`config.mk`:
```
export PLATFORM = sky130hd
export DESIGN_NAME = gkld_controller
export DESIGN_NICKNAME = d
export VERILOG_FILES = /design/src/gkld_pkg.sv /design/src/gkld_controller.sv
export SDC_FILE = /design/constraint.sdc
export NUM_CORES = 1
export LEC_CHECK = 0
export BUFFER_PORTS_ARGS = -buffer_cell sky130_fd_sc_hd__buf_2
export CAP_MARGIN = 20
export CORE_AREA = 2 2 39 41
export DETAILED_ROUTE_END_ITERATION = 10
export DIE_AREA = 0 0 41 43
export PLACE_DENSITY_LB_ADDON = 0.25
export SETUP_SLACK_MARGIN = 0.5
export SYNTH_ARGS = -nofsm -noshare
export SYNTH_HDL_FRONTEND = slang
export SYNTH_SLANG_ARGS = --single-unit
export TNS_END_PERCENT = 1
```
`constraint.sdc`:
```
create_clock -name clock -period 1.6 [get_ports clock]
set_input_delay 0.08 -clock clock [delete_from_list [all_inputs] [get_ports clock]]
set_output_delay 0.08 -clock clock [all_outputs]
set_load 0.02 [all_outputs]
```
`src/gkld_pkg.sv`:
```
// ----------------------------------------------------------------------------
// Gated KL divergence package
// Shared types, constants and command/status structs for the accumulator.
// ----------------------------------------------------------------------------
`default_nettype none

package gkld_pkg;

   localparam int PROB_WIDTH     = 24;
   localparam int PROB_FRAC_BITS = 23;
   localparam int LOG_FRAC       = 24;
   localparam int LOG_WIDTH      = 29;
   localparam int SUM_WIDTH      = 40;
   localparam int COUNT_WIDTH    = 16;
   localparam int MANT_WIDTH     = 32;
   localparam int STEP_WIDTH     = 5;
   localparam int LN_WIDTH       = 29;
   localparam int TERM_WIDTH     = 53;

   localparam logic [31:0] LN2_Q32 = 32'd2977044472;
   localparam logic [PROB_WIDTH-1:0] MIN_PROB_RESET =
      PROB_WIDTH'(((64'd1 << PROB_FRAC_BITS) + 64'd50000) / 64'd100000);
   localparam logic [STEP_WIDTH-1:0] LAST_STEP = STEP_WIDTH'(LOG_FRAC - 1);

   typedef struct packed {
      logic [PROB_WIDTH-1:0] p_value;
      logic [PROB_WIDTH-1:0] q_value;
      logic                  last_element;
   } req_payload_type;

   typedef struct packed {
      logic signed [SUM_WIDTH-1:0] divergence_sum;
      logic [COUNT_WIDTH-1:0]      terms_used;
      logic                        saturated;
   } rsp_payload_type;

   typedef struct packed {
      logic load;
      logic log_step;
      logic diff;
      logic ln_mul;
      logic term_mul;
      logic accumulate;
      logic publish;
   } dp_cmd_type;

   typedef struct packed {
      logic gate_pass;
      logic last_element;
   } dp_status_type;

endpackage

`default_nettype wire

```
`src/gkld_controller.sv`:
```
// ----------------------------------------------------------------------------
// Gated KL divergence controller
// Sequences load, 24 log steps, scaling, accumulation and result handoff.
// ----------------------------------------------------------------------------
`default_nettype none

module gkld_controller import gkld_pkg::*; (
   input  wire logic          clock,
   input  wire logic          reset,
   input  wire logic          req_valid,
   output logic               req_ready,
   output logic               rsp_valid,
   input  wire logic          rsp_ready,
   input  wire dp_status_type status,
   output dp_cmd_type         cmd
);

   typedef enum logic [2:0] {
      ST_IDLE, ST_LOG, ST_DIFF, ST_LN, ST_TERM, ST_ACC
   } state_type;

   state_type             state_ff;
   logic [STEP_WIDTH-1:0] step_ff;
   logic                  rsp_valid_ff;
   logic                  free;

   assign free = !rsp_valid_ff || rsp_ready;
   assign req_ready = (state_ff == ST_IDLE);
   assign rsp_valid = rsp_valid_ff;

   always_comb begin
      cmd = '0;
      cmd.load = req_valid && req_ready;
      cmd.log_step = (state_ff == ST_LOG);
      cmd.diff = (state_ff == ST_DIFF);
      cmd.ln_mul = (state_ff == ST_LN);
      cmd.term_mul = (state_ff == ST_TERM);
      cmd.accumulate = (state_ff == ST_ACC) && free;
      cmd.publish = cmd.accumulate && status.last_element;
   end

   always_ff @(posedge clock) begin
      if (reset) begin
         state_ff <= ST_IDLE;
         step_ff <= '0;
         rsp_valid_ff <= 1'b0;
      end else begin
         if (rsp_valid_ff && rsp_ready) begin
            rsp_valid_ff <= 1'b0;
         end
         unique case (state_ff)
            ST_IDLE: begin
               if (req_valid) begin
                  state_ff <= ST_LOG;
                  step_ff <= '0;
               end
            end
            ST_LOG: begin
               step_ff <= step_ff + 1'b1;
               if (step_ff == LAST_STEP) begin
                  state_ff <= ST_DIFF;
               end
            end
            ST_DIFF: state_ff <= ST_LN;
            ST_LN: state_ff <= ST_TERM;
            ST_TERM: state_ff <= ST_ACC;
            ST_ACC: begin
               if (free) begin
                  state_ff <= ST_IDLE;
                  if (status.last_element) begin
                     rsp_valid_ff <= 1'b1;
                  end
               end
            end
            default: state_ff <= ST_IDLE;
         endcase
      end
   end

endmodule

`default_nettype wire

```
==> summary.md <==
| Metric | Value |
|---|---|
| Status | `finished clean` |
| Max-cap violations | `0` |
| Final setup viols | `0` |
| Max VDD drop | `618 uV` |
| Mux share of post-synthesis cell area | `2.02%` |
| Cells on worst reg2reg path | `4` |
| Core Box Area | `1380 um2` |
| DRT Wirelength | `1.23 mm` |
| Layout area overhead | `41.4%` |
| CTS tree | `done` |
| Global-route wire length before repair | `1.73 mm` |
| CTS buffer count | `3` |
| Synth Instances | `57` |
| Syn_area_per_cell | `8.69 um2` |
| Clock root buffer | `clkbuf_4` |
| Post-Synth Adder-Cell Area | `2.53%` |
| Diode count | `0` |
| Synth area leaders | `dfxtp_1 (36%), a311oi_1 (5.3%), nand2b_1 (5.1%)` |
| Post-synth ARST share | `0%` |
| Reg2reg start | `step_ff[0]` |
| Pwr/cell area | `685 nW/um2` |
| Flop-to-flop setup slack | `0.38 ns` |
| Hold slack | `0.0874 ns` |
| Post-synth top cells | `dfxtp_1 (9), a21oi_1 (4), nand2b_1 (4), nor3_1 (4)` |
| Worst setup path startpoint | `state_ff[1]` |
| RSZ-0062 raised after global routing | `yes` |
| IO buf count | `13` |
| Register bit total from synthesis | `9` |
| Simple-Gate Fraction of Synth Area | `30.8%` |
| Fin crit share | `80.5%` |
| FP Rows | `14` |
| Number of fillers in the final layout | `149` |
| Initial antenna violation count | `0` |
| Clk sinks | `9` |
| Fmax | `776 MHz` |
| Synth area leader | `dfxtp_1` |
| Die Ht | `43 um` |
| Die area | `1760 um2` |
| Reg clk slew, reported paths | `0.07 ns` |
| Fraction of layout cells with a size suffix above 1 | `41.3%` |
| Worst r2r dst | `state_ff[0]` |
| P_leak | `0.303 nW` |
| Most used DFF post-synth | `dfxtp_1` |
| Setup crit end kind | `output port` |
| Slew of the pin with the lowest slew margin | `0.306 ns` |
| Count of yosys warnings during synthesis | `0` |
| Starting Density | `35.8%` |
| Pin count of the biggest net entering global routing | `13` |
| CTS max path bufs | `2` |
| Number of vias per cell | `5.31` |
| Mapped cell area | `495 um2` |
| Post-DP HPWL | `752 um` |
| Worst EP required | `1.52 ns` |
| Drt wl/cell | `12.8 um` |
| Final cell count without fillers | `96` |
| XOR/XNOR share of the synthesized area | `0%` |
| Final min period | `1.29 ns` |
| Die Wd | `41 um` |
| Final setup TNS | `0 ns` |
| Hold_buf cts | `0` |
| Hold Fails Final Rpt | `0` |
| Highest net fanout along the worst path | `5` |
| Pre-Repair DR Iteration Count | `4` |
| I/O Pins | `15` |
| RePlAce Congestion | `0.664` |
| Detailed Route Iter0 Violations | `9` |
| Worst Skew | `0.00921 ns` |
| Hold Crit Start | `reset` |
| Most frequent cell after synthesis | `dfxtp_1` |
| Placed cell count | `84` |
| H-Tree Depth | `1` |
| Compound-cell area share of the yosys netlist | `22.0%` |
| Slew Viols, Final | `0` |
| Netlist cell types | `28` |
| Seq/Total Area, Yosys | `36.4%` |
| Final nets | `88` |
| GRT Total Usage | `14.9%` |
| Routed Antenna Nets | `0` |
| CP Class | `flip-flop to output port` |
| Relative slew slack | `79.6%` |
| CP Launch Type | `flip-flop` |
| Vias in the first global route | `406` |
| Syn nets | `64` |
| Setup crit end | `cmd[0]` |
| Clk Latency, worst-skew pair | `0.27 ns` |
| Main combinational cell family by area after synthesis | `simple AND/OR/NAND/NOR gates` |
| Drt drc | `0` |
| HP Class | `input port to flip-flop` |
| Critical path arrival | `1.21 ns` |
| Post-synth EDFFs | `0` |
| Yosys top cell area share | `36.4%` |
| Remaining global-route overflow | `0` |
| DR vias | `510` |
## flip-flops by register name, summed over array words and instances, names as in the netlist
name / count
step_ff: 5
state_ff: 3
rsp_valid: 1
## what timing repair did
action,4_1_cts,5_1_grt
resized for setup,7,6
setup buffers,3,4
pin swaps,3,2
setup endpoints to repair,16,16
cloned,0,1
## worst max-delay path: stages, from the launching register on
cell	delay (ns)
dfxtp_2	0.35
buf_6	0.13
nand4b_1	0.19
nor2_1	0.13
buf_4	0.14
## how the worst min path moves through the flow
stage	endpoint	slack, ns	depth (start not counted)
final	state_ff[2]	0.09	2
after global routing	state_ff[2]	0.09	2
after CTS	state_ff[2]	0.09	2
after detailed placement	step_ff[1]	0.38	2
after global placement	step_ff[1]	0.38	2
after floorplan	rsp_valid	0.28	2
## per-stage QoR
step           power (mW)  area [um2]  worst slack, ns  util (%)
2_1_floorplan       0.276         500            0.289         -
3_3_place_gp        0.294         577            0.206      41.7
3_5_place_dp        0.295         577            0.200      41.7
4_1_cts             0.484         644            0.317      46.6
5_1_grt             0.519         701            0.236      50.6
6_report            0.480         701            0.312      50.6
## power breakdown
part | total, mW | leakage (nW) | switching [mW] | internal [mW]
clock network | 0.184 | 0.0150 | 0.0877 | 0.0964
logic | 0.0628 | 0.213 | 0.0351 | 0.0277
registers | 0.233 | 0.0744 | 0.00557 | 0.228
total | 0.480 | 0.303 | 0.128 | 0.352
## layout make-up
type / instances / area [um2] / area share (%)
clock buffers: 4 / 26.3 / 3.75
inverters: 2 / 7.51 / 1.07
multi-input cells: 42 / 309 / 44.1
flip-flops and latches: 9 / 185 / 26.4
well taps: 16 / 20.0 / 2.86
repair buffers: 23 / 153 / 21.8
## layout by cell type, fill, tap and decap left out, drive strengths merged, types with 3 or more instances in the layout
cell type  count
clkbuf         4
buf           23
nand2          3
nor3           4
nand3          3
nor2           3
nand2b         4
nor3b          3
dfxtp          9
a311oi         3
a21oi          4
## cell families (layout without fill, tap and decap cells)
group / after synthesis / after routing
AND/OR/NAND/NOR: 25 / 25
AO/OA/AOI/OAI: 15 / 15
flip-flops: 9 / 9
buffers and inverters: 6 / 29
adder cells (fa/ha/maj): 1 / 1
multiplexers: 1 / 1
## metal layers
| layer | part of all wire, % | up-vias | GRT usage (%) |
|---|---|---|---|
| li1 | - | 261 | - |
| met1 | 46 | 232 | 18.8 |
| met2 | 46 | 13 | 20.3 |
| met3 | 6.5 | 4 | 9.95 |
| met4 | 1.7 | 0 | 4.00 |
| met5 | 0 | - | 0 |
Note: power is estimated with default switching activity, not from simulation.
